## src/rtl/lsfd_pkg.sv

```systemverilog
`default_nettype none

package lsfd_pkg;

    // Field widths of one input and one output beat
    localparam int BYTE_W    = 8;
    localparam int WORD_W    = 16;
    localparam int IDX_W     = 8;
    localparam int DIST_W    = 21;
    localparam int ANGLE_W   = 20;
    localparam int POS_W     = 10;

    // Angle word: (w >> 1) / 64 is the integer angle in degrees, 9 bits wide
    localparam int ANG_SHIFT  = 7;
    localparam int ANG_BASE_W = WORD_W - ANG_SHIFT;

    // Distance raw count is in quarter millimeters
    localparam int DIST_SHIFT = 2;

    // Sync header bytes
    localparam logic [BYTE_W-1:0] HDR_FIRST  = 8'hAA;
    localparam logic [BYTE_W-1:0] HDR_SECOND = 8'h55;

    // Byte positions inside the packet header
    localparam logic [POS_W-1:0] POS_HDR_FIRST  = 10'd0;
    localparam logic [POS_W-1:0] POS_HDR_SECOND = 10'd1;
    localparam logic [POS_W-1:0] POS_TYPE       = 10'd2;
    localparam logic [POS_W-1:0] POS_COUNT      = 10'd3;
    localparam logic [POS_W-1:0] POS_START_LO   = 10'd4;
    localparam logic [POS_W-1:0] POS_START_HI   = 10'd5;
    localparam logic [POS_W-1:0] POS_END_LO     = 10'd6;
    localparam logic [POS_W-1:0] POS_END_HI     = 10'd7;
    localparam logic [POS_W-1:0] POS_CHK_LO     = 10'd8;
    localparam logic [POS_W-1:0] POS_CHK_HI     = 10'd9;
    localparam logic [POS_W-1:0] POS_DATA       = 10'd10;

    // Packet type bit that flags the start of a lap
    localparam int LAP_BIT = 0;

    // Controller to datapath
    typedef struct packed {
        logic accept;     // input beat taken this cycle
        logic mul;        // register distance and index*span products
        logic div_start;  // launch the interpolation divide
        logic fin;        // form final angle and clamped distance
        logic load;       // move staged result into the output register
    } t_cmd;

    // Datapath to controller
    typedef struct packed {
        logic sample_end; // current byte completes a sample
        logic empty_end;  // current byte closes a packet with no samples
        logic div_done;   // divider finished
        logic out_free;   // output register can take a result
    } t_stat;

endpackage

`default_nettype wire

```

## src/rtl/lsfd_div.sv

```systemverilog
`default_nettype none

// Restoring unsigned divide, one quotient bit per cycle
module lsfd_div #(
    parameter int W = 27
) (
    input  wire logic                          i_clk,
    input  wire logic                          i_rst_n,
    input  wire logic                          i_start,
    input  wire logic [W-1:0]                  i_dividend,
    input  wire logic [lsfd_pkg::IDX_W-1:0]    i_divisor,
    output logic      [W-1:0]                  o_quotient,
    output logic                               o_done
);

    localparam int CW = (W > 1) ? $clog2(W) : 1;
    localparam int DW = lsfd_pkg::IDX_W;

    logic [W-1:0]  r_quo;
    logic [DW-1:0] r_rem;
    logic [DW-1:0] r_dvs;
    logic [CW-1:0] r_cnt;
    logic          r_busy;
    logic          r_done;

    logic [DW:0]   trial;
    logic          fits;

    // Shift in next dividend bit and test against divisor
    assign trial = {r_rem, r_quo[W-1]};
    assign fits  = (trial >= {1'b0, r_dvs});

    always_ff @(posedge i_clk) begin
        if (!i_rst_n) begin
            r_busy <= 1'b0;
            r_done <= 1'b0;
            r_cnt  <= '0;
        end else begin
            r_done <= 1'b0;
            if (i_start) begin
                r_busy <= 1'b1;
                r_cnt  <= '0;
                r_quo  <= i_dividend;
                r_rem  <= '0;
                r_dvs  <= i_divisor;
            end else if (r_busy) begin
                if (fits) begin
                    r_rem <= DW'(trial - {1'b0, r_dvs});
                end else begin
                    r_rem <= trial[DW-1:0];
                end
                r_quo <= {r_quo[W-2:0], fits};
                r_cnt <= r_cnt + 1'b1;
                if (r_cnt == CW'(W - 1)) begin
                    r_busy <= 1'b0;
                    r_done <= 1'b1;
                end
            end
        end
    end

    assign o_quotient = r_quo;
    assign o_done     = r_done;

endmodule

`default_nettype wire

```

## src/rtl/lsfd_ctrl.sv

```systemverilog
`default_nettype none

module lsfd_ctrl (
    input  wire logic            i_clk,
    input  wire logic            i_rst_n,
    input  wire logic            i_valid,
    output logic                 o_ready,
    input  wire lsfd_pkg::t_stat i_stat,
    output lsfd_pkg::t_cmd       o_cmd
);

    typedef enum logic [2:0] {
        S_IDLE,
        S_MUL,
        S_DSTART,
        S_DIV,
        S_FIN,
        S_HOLD
    } t_state;

    t_state r_state;
    t_state n_state;
    logic   accept;

    assign o_ready = (r_state == S_IDLE);
    assign accept  = i_valid && o_ready;

    // Command decode
    always_comb begin
        o_cmd           = '0;
        o_cmd.accept    = accept;
        o_cmd.mul       = (r_state == S_MUL);
        o_cmd.div_start = (r_state == S_DSTART);
        o_cmd.fin       = (r_state == S_FIN);
        o_cmd.load      = (r_state == S_HOLD) && i_stat.out_free;
    end

    // Next state
    always_comb begin
        n_state = r_state;
        case (r_state)
            S_IDLE: begin
                if (accept && i_stat.sample_end) begin
                    n_state = S_MUL;
                end else if (accept && i_stat.empty_end) begin
                    n_state = S_HOLD;
                end
            end
            S_MUL:    n_state = S_DSTART;
            S_DSTART: n_state = S_DIV;
            S_DIV: begin
                if (i_stat.div_done) begin
                    n_state = S_FIN;
                end
            end
            S_FIN:    n_state = S_HOLD;
            S_HOLD: begin
                if (i_stat.out_free) begin
                    n_state = S_IDLE;
                end
            end
            default:  n_state = S_IDLE;
        endcase
    end

    always_ff @(posedge i_clk) begin
        if (!i_rst_n) begin
            r_state <= S_IDLE;
        end else begin
            r_state <= n_state;
        end
    end

endmodule

`default_nettype wire

```

## src/rtl/lsfd_dp.sv

```systemverilog
`default_nettype none

module lsfd_dp #(
    parameter int RESOLUTION = 1000
) (
    input  wire logic                              i_clk,
    input  wire logic                              i_rst_n,
    input  wire lsfd_pkg::t_cmd                    i_cmd,
    output lsfd_pkg::t_stat                        o_stat,
    input  wire logic [lsfd_pkg::BYTE_W-1:0]       i_rx_byte,
    output logic                                   o_valid,
    input  wire logic                              i_ready,
    output logic                                   o_has_sample,
    output logic      [lsfd_pkg::IDX_W-1:0]        o_sample_index,
    output logic      [lsfd_pkg::DIST_W-1:0]       o_distance,
    output logic      [lsfd_pkg::ANGLE_W-1:0]      o_angle,
    output logic                                   o_last_sample,
    output logic                                   o_frame_ok,
    output logic                                   o_lap_start
);

    localparam int BW    = lsfd_pkg::BYTE_W;
    localparam int WW    = lsfd_pkg::WORD_W;
    localparam int IW    = lsfd_pkg::IDX_W;
    localparam int PW    = lsfd_pkg::POS_W;
    localparam int RES_W = $clog2(RESOLUTION + 1);
    // Unsigned angle base, signed span, signed product, product magnitude, angle sum, distance product
    localparam int AW    = lsfd_pkg::ANG_BASE_W + RES_W;
    localparam int SW    = AW + 1;
    localparam int PRW   = SW + IW + 1;
    localparam int MW    = AW + IW;
    localparam int SUMW  = AW + 2;
    localparam int DPW   = WW + RES_W;

    localparam logic [RES_W-1:0] RES_V     = RES_W'(RESOLUTION);
    localparam logic [SW-1:0]    FULL_TURN = SW'(360 * RESOLUTION);
    localparam logic [DPW-1:0]   DIST_MAX  = DPW'(2000 * RESOLUTION);

    // Packet fields and running state
    logic [PW-1:0]  r_pos;
    logic [BW-1:0]  r_type;
    logic [BW-1:0]  r_count;
    logic [WW-1:0]  r_start_word;
    logic [WW-1:0]  r_end_word;
    logic [WW-1:0]  r_exp_chk;
    logic [WW-1:0]  r_run_chk;
    logic [BW-1:0]  r_pending;
    logic [IW-1:0]  r_counter;

    // Angle endpoints and span, refreshed every cycle from the header words
    logic [AW-1:0]         r_a_first;
    logic [AW-1:0]         r_a_last;
    logic signed [SW-1:0]  r_span;

    // Staged result
    logic [WW-1:0]         r_sample;
    logic                  r_has;
    logic [IW-1:0]         r_idx;
    logic                  r_last;
    logic signed [PRW-1:0] r_prod;
    logic [DPW-1:0]        r_dist_full;
    logic [lsfd_pkg::DIST_W-1:0]  r_dist;
    logic [lsfd_pkg::ANGLE_W-1:0] r_ang;

    // Output register
    logic                                r_o_valid;
    logic                                r_o_has;
    logic [IW-1:0]                       r_o_idx;
    logic [lsfd_pkg::DIST_W-1:0]         r_o_dist;
    logic [lsfd_pkg::ANGLE_W-1:0]        r_o_ang;
    logic                                r_o_last;
    logic                                r_o_ok;
    logic                                r_o_lap;

    logic                  b_is_hi;
    logic                  pos_data;
    logic [IW:0]           idx_next;
    logic                  is_last;
    logic [MW-1:0]         prod_mag;
    logic [MW-1:0]         quotient;
    logic                  div_done;
    logic signed [SUMW-1:0] q_signed;
    logic signed [SUMW-1:0] ang_sum;
    logic signed [SUMW-1:0] ang_wrap;
    logic signed [SW-1:0]  span_raw;
    logic [DPW-1:0]        dist_shift;
    logic                  verdict;

    assign pos_data = (r_pos >= lsfd_pkg::POS_DATA);
    assign b_is_hi  = r_pos[0];
    assign idx_next = {1'b0, r_counter} + 1'b1;
    assign is_last  = (idx_next >= {1'b0, r_count});
    assign verdict  = (r_run_chk == r_exp_chk) && !r_type[lsfd_pkg::LAP_BIT];

    // Status to controller
    always_comb begin
        o_stat            = '0;
        o_stat.sample_end = pos_data && b_is_hi;
        o_stat.empty_end  = (r_pos == lsfd_pkg::POS_CHK_HI) && (r_count == '0);
        o_stat.div_done   = div_done;
        o_stat.out_free   = !r_o_valid || i_ready;
    end

    // Byte parser: header hunt, header fields, checksum fold, sample capture
    always_ff @(posedge i_clk) begin
        if (!i_rst_n) begin
            r_pos        <= '0;
            r_type       <= '0;
            r_count      <= '0;
            r_start_word <= '0;
            r_end_word   <= '0;
            r_exp_chk    <= '0;
            r_run_chk    <= '0;
            r_pending    <= '0;
            r_counter    <= '0;
        end else if (i_cmd.accept) begin
            if (r_pos == lsfd_pkg::POS_HDR_FIRST) begin
                if (i_rx_byte == lsfd_pkg::HDR_FIRST) begin
                    r_run_chk <= {{(WW-BW){1'b0}}, i_rx_byte};
                    r_pos     <= lsfd_pkg::POS_HDR_SECOND;
                end
            end else if (r_pos == lsfd_pkg::POS_HDR_SECOND) begin
                if (i_rx_byte == lsfd_pkg::HDR_SECOND) begin
                    r_run_chk <= r_run_chk ^ {i_rx_byte, {BW{1'b0}}};
                    r_pos     <= lsfd_pkg::POS_TYPE;
                end else if (i_rx_byte == lsfd_pkg::HDR_FIRST) begin
                    r_run_chk <= {{(WW-BW){1'b0}}, i_rx_byte};
                end else begin
                    r_pos <= lsfd_pkg::POS_HDR_FIRST;
                end
            end else if (!pos_data) begin
                // Header words; the checksum word itself is not folded
                if (r_pos != lsfd_pkg::POS_CHK_LO && r_pos != lsfd_pkg::POS_CHK_HI) begin
                    if (b_is_hi) begin
                        r_run_chk <= r_run_chk ^ {i_rx_byte, {BW{1'b0}}};
                    end else begin
                        r_run_chk <= r_run_chk ^ {{(WW-BW){1'b0}}, i_rx_byte};
                    end
                end
                if (r_pos == lsfd_pkg::POS_TYPE) begin
                    r_type <= i_rx_byte;
                end
                if (r_pos == lsfd_pkg::POS_COUNT) begin
                    r_count <= i_rx_byte;
                end
                if (r_pos == lsfd_pkg::POS_START_LO) begin
                    r_start_word <= {{(WW-BW){1'b0}}, i_rx_byte};
                end
                if (r_pos == lsfd_pkg::POS_START_HI) begin
                    r_start_word[WW-1:BW] <= i_rx_byte;
                end
                if (r_pos == lsfd_pkg::POS_END_LO) begin
                    r_end_word <= {{(WW-BW){1'b0}}, i_rx_byte};
                end
                if (r_pos == lsfd_pkg::POS_END_HI) begin
                    r_end_word[WW-1:BW] <= i_rx_byte;
                end
                if (r_pos == lsfd_pkg::POS_CHK_LO) begin
                    r_exp_chk <= {{(WW-BW){1'b0}}, i_rx_byte};
                end
                if (r_pos == lsfd_pkg::POS_CHK_HI) begin
                    r_exp_chk[WW-1:BW] <= i_rx_byte;
                    r_counter          <= '0;
                end
                if (r_pos == lsfd_pkg::POS_CHK_HI && r_count == '0) begin
                    r_pos <= lsfd_pkg::POS_HDR_FIRST;
                end else begin
                    r_pos <= r_pos + 1'b1;
                end
            end else if (!b_is_hi) begin
                r_pending <= i_rx_byte;
                r_run_chk <= r_run_chk ^ {{(WW-BW){1'b0}}, i_rx_byte};
                r_pos     <= r_pos + 1'b1;
            end else begin
                r_run_chk <= r_run_chk ^ {i_rx_byte, {BW{1'b0}}};
                if (is_last) begin
                    r_pos <= lsfd_pkg::POS_HDR_FIRST;
                end else begin
                    r_counter <= idx_next[IW-1:0];
                    r_pos     <= r_pos + 1'b1;
                end
            end
        end
    end

    // Result staging: empty packet, captured sample, or final distance and angle
    always_ff @(posedge i_clk) begin
        if (i_cmd.accept && o_stat.empty_end) begin
            r_has  <= 1'b0;
            r_idx  <= '0;
            r_last <= 1'b1;
            r_dist <= '0;
            r_ang  <= '0;
        end else if (i_cmd.accept && o_stat.sample_end) begin
            r_has    <= 1'b1;
            r_idx    <= r_counter;
            r_last   <= is_last;
            r_sample <= {i_rx_byte, r_pending};
        end else if (i_cmd.fin) begin
            r_dist <= lsfd_pkg::DIST_W'((dist_shift > DIST_MAX) ? DIST_MAX : dist_shift);
            r_ang  <= lsfd_pkg::ANGLE_W'($unsigned(ang_wrap));
        end
    end

    // Angle endpoints and span, wrapped once through a full turn
    assign span_raw = $signed({1'b0, r_a_last}) - $signed({1'b0, r_a_first});

    always_ff @(posedge i_clk) begin
        r_a_first <= {{RES_W{1'b0}}, r_start_word[WW-1:lsfd_pkg::ANG_SHIFT]}
                   * {{lsfd_pkg::ANG_BASE_W{1'b0}}, RES_V};
        r_a_last  <= {{RES_W{1'b0}}, r_end_word[WW-1:lsfd_pkg::ANG_SHIFT]}
                   * {{lsfd_pkg::ANG_BASE_W{1'b0}}, RES_V};
        r_span    <= (span_raw < 0) ? SW'(span_raw + $signed(FULL_TURN)) : span_raw;
    end

    // Products: raw distance scale and index times span, full width operands
    always_ff @(posedge i_clk) begin
        if (i_cmd.mul) begin
            r_dist_full <= {{RES_W{1'b0}}, r_sample} * {{WW{1'b0}}, RES_V};
            r_prod      <= $signed({{(PRW-IW){1'b0}}, r_idx}) * PRW'(r_span);
        end
    end

    assign prod_mag   = r_prod[PRW-1] ? MW'(-r_prod) : MW'(r_prod);
    assign dist_shift = r_dist_full >> lsfd_pkg::DIST_SHIFT;

    lsfd_div #(
        .W (MW)
    ) u_div (
        .i_clk      (i_clk),
        .i_rst_n    (i_rst_n),
        .i_start    (i_cmd.div_start),
        .i_dividend (prod_mag),
        .i_divisor  (IW'(r_count - 1'b1)),
        .o_quotient (quotient),
        .o_done     (div_done)
    );

    // Interpolated angle, truncated toward zero, wrapped once, floored at zero
    always_comb begin
        q_signed = $signed({1'b0, quotient[AW-1:0]});
        if (r_prod[PRW-1]) begin
            q_signed = -q_signed;
        end
        if (r_count > {{(BW-1){1'b0}}, 1'b1}) begin
            ang_sum = q_signed + $signed({2'b00, r_a_first});
        end else begin
            ang_sum = $signed({2'b00, r_a_first});
        end
        ang_wrap = ang_sum;
        if (ang_sum >= $signed({1'b0, FULL_TURN})) begin
            ang_wrap = ang_sum - $signed({1'b0, FULL_TURN});
        end
        if (ang_wrap < 0) begin
            ang_wrap = '0;
        end
    end

    // Output register
    always_ff @(posedge i_clk) begin
        if (!i_rst_n) begin
            r_o_valid <= 1'b0;
        end else if (i_cmd.load) begin
            r_o_valid <= 1'b1;
        end else if (i_ready) begin
            r_o_valid <= 1'b0;
        end
    end

    always_ff @(posedge i_clk) begin
        if (i_cmd.load) begin
            r_o_has  <= r_has;
            r_o_idx  <= r_idx;
            r_o_dist <= r_dist;
            r_o_ang  <= r_ang;
            r_o_last <= r_last;
            r_o_ok   <= r_last && verdict;
            r_o_lap  <= r_type[lsfd_pkg::LAP_BIT];
        end
    end

    assign o_valid        = r_o_valid;
    assign o_has_sample   = r_o_has;
    assign o_sample_index = r_o_idx;
    assign o_distance     = r_o_dist;
    assign o_angle        = r_o_ang;
    assign o_last_sample  = r_o_last;
    assign o_frame_ok     = r_o_ok;
    assign o_lap_start    = r_o_lap;

endmodule

`default_nettype wire

```

## src/rtl/lidar_scan_frame_decoder.sv

```systemverilog
// Header and low sample bytes: taken whenever o_ready is high; only the
// last header byte of an empty packet gives a result beat. Sample high byte:
// result beat after the multiply, divide and final states; the bit-serial
// divider is W = 17 + clog2(RESOLUTION+1) (27 at 1000) bits wide. No new byte
// is taken while a sample is in flight; one result per divide. Reset (i_rst_n
// low, synchronous) clears the parser to header hunt and empties the output register.
`default_nettype none

module lidar_scan_frame_decoder #(
    parameter int RESOLUTION = 1000
) (
    input  wire logic                              i_clk,
    input  wire logic                              i_rst_n,
    input  wire logic                              i_valid,
    output logic                                   o_ready,
    input  wire logic [lsfd_pkg::BYTE_W-1:0]       i_rx_byte,
    output logic                                   o_valid,
    input  wire logic                              i_ready,
    output logic                                   o_has_sample,
    output logic      [lsfd_pkg::IDX_W-1:0]        o_sample_index,
    output logic      [lsfd_pkg::DIST_W-1:0]       o_distance,
    output logic      [lsfd_pkg::ANGLE_W-1:0]      o_angle,
    output logic                                   o_last_sample,
    output logic                                   o_frame_ok,
    output logic                                   o_lap_start
);

    lsfd_pkg::t_cmd  cmd;
    lsfd_pkg::t_stat stat;

    lsfd_ctrl u_ctrl (
        .i_clk   (i_clk),
        .i_rst_n (i_rst_n),
        .i_valid (i_valid),
        .o_ready (o_ready),
        .i_stat  (stat),
        .o_cmd   (cmd)
    );

    lsfd_dp #(
        .RESOLUTION (RESOLUTION)
    ) u_dp (
        .i_clk          (i_clk),
        .i_rst_n        (i_rst_n),
        .i_cmd          (cmd),
        .o_stat         (stat),
        .i_rx_byte      (i_rx_byte),
        .o_valid        (o_valid),
        .i_ready        (i_ready),
        .o_has_sample   (o_has_sample),
        .o_sample_index (o_sample_index),
        .o_distance     (o_distance),
        .o_angle        (o_angle),
        .o_last_sample  (o_last_sample),
        .o_frame_ok     (o_frame_ok),
        .o_lap_start    (o_lap_start)
    );

endmodule

`default_nettype wire
```

## config.mk

```make
export PLATFORM = sky130hd
export DESIGN_NAME = lidar_scan_frame_decoder
export DESIGN_NICKNAME = d
export VERILOG_FILES = /design/src/rtl/lsfd_pkg.sv /design/src/rtl/lsfd_div.sv /design/src/rtl/lsfd_ctrl.sv /design/src/rtl/lsfd_dp.sv /design/src/rtl/lidar_scan_frame_decoder.sv
export SDC_FILE = /design/constraint.sdc
export NUM_CORES = 1
export LEC_CHECK = 0
export BUFFER_PORTS_ARGS = -buffer_cell sky130_fd_sc_hd__buf_2
export CAP_MARGIN = 20
export CORE_MARGIN = 1.5
export CORE_UTILIZATION = 55
export DETAILED_ROUTE_END_ITERATION = 7
export PLACE_DENSITY = 0.72
export SETUP_SLACK_MARGIN = 0.15
export SLEW_MARGIN = 20
export SYNTH_ARGS = -nofsm -noshare
export SYNTH_HDL_FRONTEND = slang
export SYNTH_SLANG_ARGS = --single-unit
```

## constraint.sdc

```tcl
create_clock -name i_clk -period 6.44 [get_ports i_clk]
set_clock_uncertainty 0.05 [all_clocks]
set_input_delay 1.288 -clock i_clk [delete_from_list [all_inputs] [get_ports i_clk]]
set_output_delay 1.288 -clock i_clk [all_outputs]
set_load 0.1 [all_outputs]
```

==> results.tsv, run 1 <==
metric	value	unit
status	complete, no violations	
synth-main-ff-cell	dfxtp_1	
fmax	0.1645	GHz
tns	0	ns
gp_congestion	0.8964	
wl_per_cell	17.19	µm
cts.clk_slew.worst_paths	0.06	ns
max_slew_margin	0.2716	
clock_path_buffers	3	
layout_setup_ws	0.3606	ns
powerDensity	224.2	nW/µm²
cts_tree	built	
synth-edff-count	159	
ys_ff_latch	354	
syn-cell-area	26460	µm²
critPathCaptureType	flip-flop	
start_util	0.5554	
grt_pass1_vias	18936	
p_leak	12.81	nW
nNetsFinal	3167	
port_buffers	65	
drt_first_iter_violations	1325	
antenna_found_initial	0	
power.share.clock	0.357	
cts.sinks	354	
yosysSeqAreaShare	0.3279	
std_cell_rows	80	
track_usage	0.2372	
switching_power	2.027	mW
antenna_cells	0	
holdBufCountCts	0	
fp.dieH	222.4	µm
yosysWarnings	0	
seqPwrFrac	0.444	
syn_area_per_cell	9.990	µm²
synth_nets	3124	
avgViaCountPerCell	5.673	
vdd_drop_max	0.1497	mV
cts_buffers	41	
grt_overflow_total	0	
p_int	4.411	mW
worstMarginPinSlew	1.084	ns
synth_top_cell_by_area	edfxtp_1	
grt_setup_unrepaired	false	
hold_viol	0	
htree_levels	2	
r2r_cells	17	
fp.dieW	222.4	µm
core_area	47650	µm²
layout-drive-gt1-share	0.07379	
finalWirelength	57410	µm
synth_area_leaders	edfxtp_1 18%, fa_1 16%, dfxtp_1 15%	
drtAntennaViolNets	0	
area_growth	8.510	%
period_needed	6.079	ns
maxSlewViolCount	0	
drcViolationCount	0	
place_ws	0.2633	ns
crit_fanout	19	
drt_first_pass_iters	5	
finalSetupViolCount	0	
hp-class	flip-flop to flip-flop	
synth.most_common_cell	inv_1	
clk_latency	0.57	ns
grt_max_degree	63	
sw_frac_of_total	0.3148	
io_pins	67	
hpwlAfterDp	44020	µm
timing.final.crit_share	0.9440	
vias	18941	
synth_commonest_cells	284 x inv_1, 246 x ha_1, 217 x fa_1	
synth_top_area_frac	0.1804	
max_cap_viol_count	0	
grt_pass1_wl	95250	µm
startpoint_type	flip-flop	
postCtsSetupBuffers	0	
synth_cell_types	95	
async_flop_share	0	
cp.arrival	6.33	ns
n_fill_cell	3937	
die-area	49440	µm²
syn_inst	2649	
crit_required	6.69	ns
comb_power_share	0.199	
crit_type	flip-flop to flip-flop	
cts_root_buf	clkbuf_16	
min_delay_path_depth	0	
==> layout make-up <==
class	instances	area, µm²	share of cell area
clock inverter	17	172.7	0.006013
multi-input combinational	1929	16410	0.5713
inverter	285	1070	0.03725
tap	615	769.5	0.02680
timing repair buffer	81	465.4	0.01621
sequential	354	8681	0.3023
clock buffer	58	1151	0.04009
==> sequential cells by signal (all words and copies together) (netlist names), 10 cells and up <==
| register | count |
|---|---|
| u_dp.o_angle | 20 |
| u_dp.o_distance | 20 |
| u_dp.r_a_first | 16 |
| u_dp.r_a_last | 16 |
| u_dp.r_ang | 20 |
| u_dp.r_dist | 20 |
| u_dp.r_dist_full | 23 |
| u_dp.r_exp_chk | 16 |
| u_dp.r_pos | 10 |
| u_dp.r_prod | 25 |
| u_dp.r_run_chk | 16 |
| u_dp.r_sample | 16 |
| u_dp.r_span | 17 |
| u_dp.u_div.o_quotient | 27 |
==> per-stage QoR <==
step             util  power [mW]  instance area [µm²]  hold WS, ns  cells
2_1_floorplan       -       3.872                26460       0.3564   2649
3_3_place_gp   0.5743       4.125                27360       0.3637   3263
3_5_place_dp   0.5743       4.169                27360       0.3663   3263
4_1_cts        0.6020       6.466                28690       0.3770   3338
5_1_grt        0.6027       6.711                28720       0.3847   3339
6_report       0.6027       6.438                28720       0.3759   3339
==> path summary, 6_finish.rpt <==
kind	from	to	slack, ns
max reg2reg	u_dp.r_idx[4]	u_dp.r_prod[28]	0.36
min	u_dp.r_ang[18]	u_dp.o_angle[18]	0.38
min reg2reg	u_dp.r_ang[18]	u_dp.o_angle[18]	0.38
max	u_dp.r_idx[4]	u_dp.r_prod[28]	0.36
==> cell usage in the layout, fill, tap and decap left out, drive strengths merged, types with 81 or more instances in the layout <==
| cell | count |
|---|---|
| inv | 288 |
| nor2 | 215 |
| and2 | 97 |
| o21ai | 108 |
| ha | 246 |
| dfxtp | 195 |
| a21oi | 139 |
| xnor2 | 119 |
| edfxtp | 159 |
| nand2 | 186 |
| fa | 217 |
| buf | 81 |
==> logic make-up after synthesis <==
| group | synth area share |
|---|---|
| buffers and inverters | 0.05328 |
| xor gates and xnor gates | 0.06023 |
| adders and majority gates | 0.2805 |
| and+or+nand+nor | 0.1445 |
| other | 0.0001417 |
| muxes | 0.01683 |
| DFF | 0.3279 |
| AOI/OAI and AO/OA | 0.1166 |
==> metal layers <==
layer | up-vias | track usage | part of all wire
met1 | 9278 | 0.3218 | 0.46
met4 | 0 | 0.07220 | 0.027
li1 | 9156 | - | -
met2 | 410 | 0.3910 | 0.47
met3 | 97 | 0.03901 | 0.047
met5 | - | 0 | 0
==> power groups by stage <==
stage	combinational (mW)	sequential, mW	clock, mW
3_5_place_dp	1.27	2.90	0
6_report	1.28	2.86	2.30
2_1_floorplan	0.848	3.02	0
5_1_grt	1.40	2.89	2.42
3_3_place_gp	1.23	2.89	0
4_1_cts	1.27	2.86	2.34
==> what timing repair did <==
item	4_1_cts	5_1_grt
endpoints found under the setup margin	0	1
resized for setup	0	2
hold endpoints to repair	0	0
==> critical path, stage by stage (launching register included) <==
cell and delay (ns):
dfxtp_1 0.76, nand2_1 0.16, fa_1 0.57, fa_1 0.44
fa_1 0.54, inv_1 0.05, fa_1 0.47, ha_1 0.35
o21ai_0 0.16, a21boi_0 0.17, a311oi_1 0.50, o31ai_1 0.24
or4_1 0.45, a31o_2 0.26, a21oi_1 0.14, nor2b_1 0.07
o41a_1 0.32, xnor2_1 0.13
Power figures use the tool's default switching activity.
==> run 2: changes to the inputs <==
Settings changed: CORE_MARGIN 1.5 to 2.
==> run 2 against run 1 <==
Compared with the run above: register-to-register slack gained 0.02 ns; cell area grew 0.31%; non-clock buffer count grew 1; combinational power is essentially flat; via count grew 0.38%; routed wire length grew 1.3%; clock-buffer cell count grew 3; cell count is essentially flat; utilization grew 0.19 points; critical endpoint unchanged; sequential cell count is the same; critical path depth is the same; highest routed layer unchanged; clock power grew 5%.
==> results.tsv, run 2 (same netlist as run 1, synthesis figures left out) <==
metric	value	unit	change
drt_first_iter_violations	1293		was 1325
hold_viol	0		unchanged
layout_setup_ws	0.3827	ns	was 0.3606 ns
postCtsSetupBuffers	0		unchanged
dp_cells	3264		was 3263
startpoint_type	flip-flop		unchanged
cp_common_cell	fa_1		unchanged
finalSetupViolCount	0		unchanged
drcViolationCount	0		unchanged
timing.final.crit_share	0.9406		was 0.9440
layout-drive-gt1-share	0.07227		was 0.07379
max_stage_delay	0.77	ns	was 0.76 ns
largest_reg_flops	27		unchanged
hp-class	flip-flop to flip-flop		unchanged
fp.dieH	223.4	µm	was 222.4 µm
r2r_end	u_dp.r_prod[28]		unchanged
min_to	u_dp.o_distance[19]		was u_dp.o_angle[18]
avgViaCountPerCell	5.691		was 5.673
reg2reg_from	u_dp.r_idx[3]		was u_dp.r_idx[4]
cts.clk_slew.worst_paths	0.06	ns	about the same
powerDensity	227.9	nW/µm²	was 224.2 nW/µm²
crit_fanout	19		unchanged
drtAntennaViolNets	0		unchanged
crit_slowest_cell	dfxtp_1		unchanged
cts_tree	built		unchanged
vdd_drop_max	0.1748	mV	was 0.1497 mV
final_cell_mix	284 x inv_1, 246 x ha_1, 217 x fa_1		unchanged
std_cell_rows	80		unchanged
clk_latency	0.58	ns	was 0.57 ns
hpwlAfterDp	44690	µm	was 44020 µm
area_growth	8.846	%	was 8.510%
tns	0	ns	unchanged
p_leak	12.84	nW	was 12.81 nW
die-area	49890	µm²	was 49440 µm²
r2r_cells	17		unchanged
min_delay_path_depth	0		unchanged
core_area	47650	µm²	unchanged
grt_setup_unrepaired	false		unchanged
fp.dieW	223.4	µm	was 222.4 µm
worstMarginPinSlew	1.143	ns	was 1.084 ns
hold_start	u_dp.r_dist[19]		was u_dp.r_ang[18]
crit_type	flip-flop to flip-flop		unchanged
cts.sinks	354		unchanged
gp_congestion	0.8931		was 0.8964
holdBufCountCts	0		unchanged
critPathCaptureType	flip-flop		unchanged
wl_per_cell	17.41	µm	was 17.19 µm
max_cap_viol_count	0		unchanged
critPathTopFamily	adder cells		unchanged
grt_pass1_vias	19196		was 18936
max_slew_margin	0.2378		was 0.2716
final_common_cell	inv_1		unchanged
path_cells	nand2_1, fa_1, fa_1, fa_1, inv_1, fa_1, ha_1, o21ai_0, a21boi_0, a311oi_1, o31ai_1, or4_1, a31o_2, a21oi_1, nor2b_1, o41a_1, xnor2_1		unchanged
finalWirelength	58170	µm	was 57410 µm
grt_pass1_wl	96530	µm	was 95250 µm
period_needed	6.057	ns	was 6.079 ns
stdcell_count	3341		was 3339
vias	19013		was 18941
drt_first_pass_iters	5		unchanged
port_buffers	65		unchanged
maxSlewViolCount	0		unchanged
reg2reg_slack	0.38	ns	was 0.36 ns
place_ws	0.4653	ns	was 0.2633 ns
start_util	0.5554		unchanged
htree_levels	2		unchanged
cts_root_buf	clkbuf_16		unchanged
cp.arrival	6.31	ns	was 6.33 ns
status	complete, no violations		unchanged
cts_buffers	41		unchanged
track_usage	0.2399		was 0.2372
crit_required	6.70	ns	was 6.69 ns
grt_max_degree	63		unchanged
cts_resized	0		unchanged
nNetsFinal	3168		was 3167
grt_overflow_total	0		unchanged
clock_path_buffers	3		unchanged
fmax	0.1651	GHz	was 0.1645 GHz
n_fill_cell	3925		was 3937
antenna_cells	0		unchanged
antenna_found_initial	0		unchanged
worst-path-buf-inv	1		unchanged
io_pins	67		unchanged
-- run 2: cell count changes in the layout (fill, tap and decap cells not counted), moves of 2 or more --
cell	change
clkinv_2	-5
bufinv_16	+3
dfxtp_2	-2
clkbuf_1	+3
dfxtp_1	+2
inv_4	-2
-- run 2: area by class of cell --
type,instances,area [µm²],area share
Clock buffer,61,1174,0.04074
Clock inverter,15,242.7,0.008427
Inverter,285,1070,0.03714
Multi-Input combinational cell,1929,16410,0.5695
Sequential cell,354,8678,0.3013
Tap cell,615,769.5,0.02671
Timing Repair Buffer,82,465.4,0.01616
-- run 2: per-layer routing --
metal	global-route usage	vias up	part of all wire
li1	-	9159	-
met1	0.3227	9280	0.45
met2	0.3964	468	0.47
met3	0.04017	106	0.053
met4	0.07871	0	0.027
met5	0	-	0
-- run 2: how the worst max path moves through the flow --
| stage | from | to | slack [ns] | cells past startpoint |
|---|---|---|---|---|
| after global routing | u_dp.r_idx[4] | u_dp.r_prod[28] | 0.17 | 17 |
| after floorplan | u_dp.r_idx[2] | u_dp.r_prod[28] | 0.86 | 21 |
| after detailed placement | u_dp.r_idx[4] | u_dp.r_prod[28] | 0.47 | 17 |
| after global placement | u_dp.r_idx[4] | u_dp.r_prod[28] | 0.52 | 17 |
| final | u_dp.r_idx[3] | u_dp.r_prod[28] | 0.38 | 17 |
| after CTS | u_dp.r_idx[4] | u_dp.r_prod[28] | 0.42 | 17 |
-- run 2: per-stage QoR --
stage / utilization / hold slack, ns / area, µm² / power, mW
after CTS: 0.6041 / 0.3770 / 28790 / 6.610
final: 0.6046 / 0.3775 / 28810 / 6.564
after detailed placement: 0.5744 / 0.3668 / 27370 / 4.175
after global placement: 0.5744 / 0.3645 / 27370 / 4.127
after global routing: 0.6046 / 0.3805 / 28810 / 6.841
after floorplan: - / 0.3564 / 26460 / 3.872
-- run 2: where the power goes --
group	switching [mW]	internal (mW)	total [mW]	leakage, nW
logic	0.883	0.396	1.28	9.18
registers	0.189	2.67	2.86	2.97
clock network	0.946	1.48	2.42	0.681
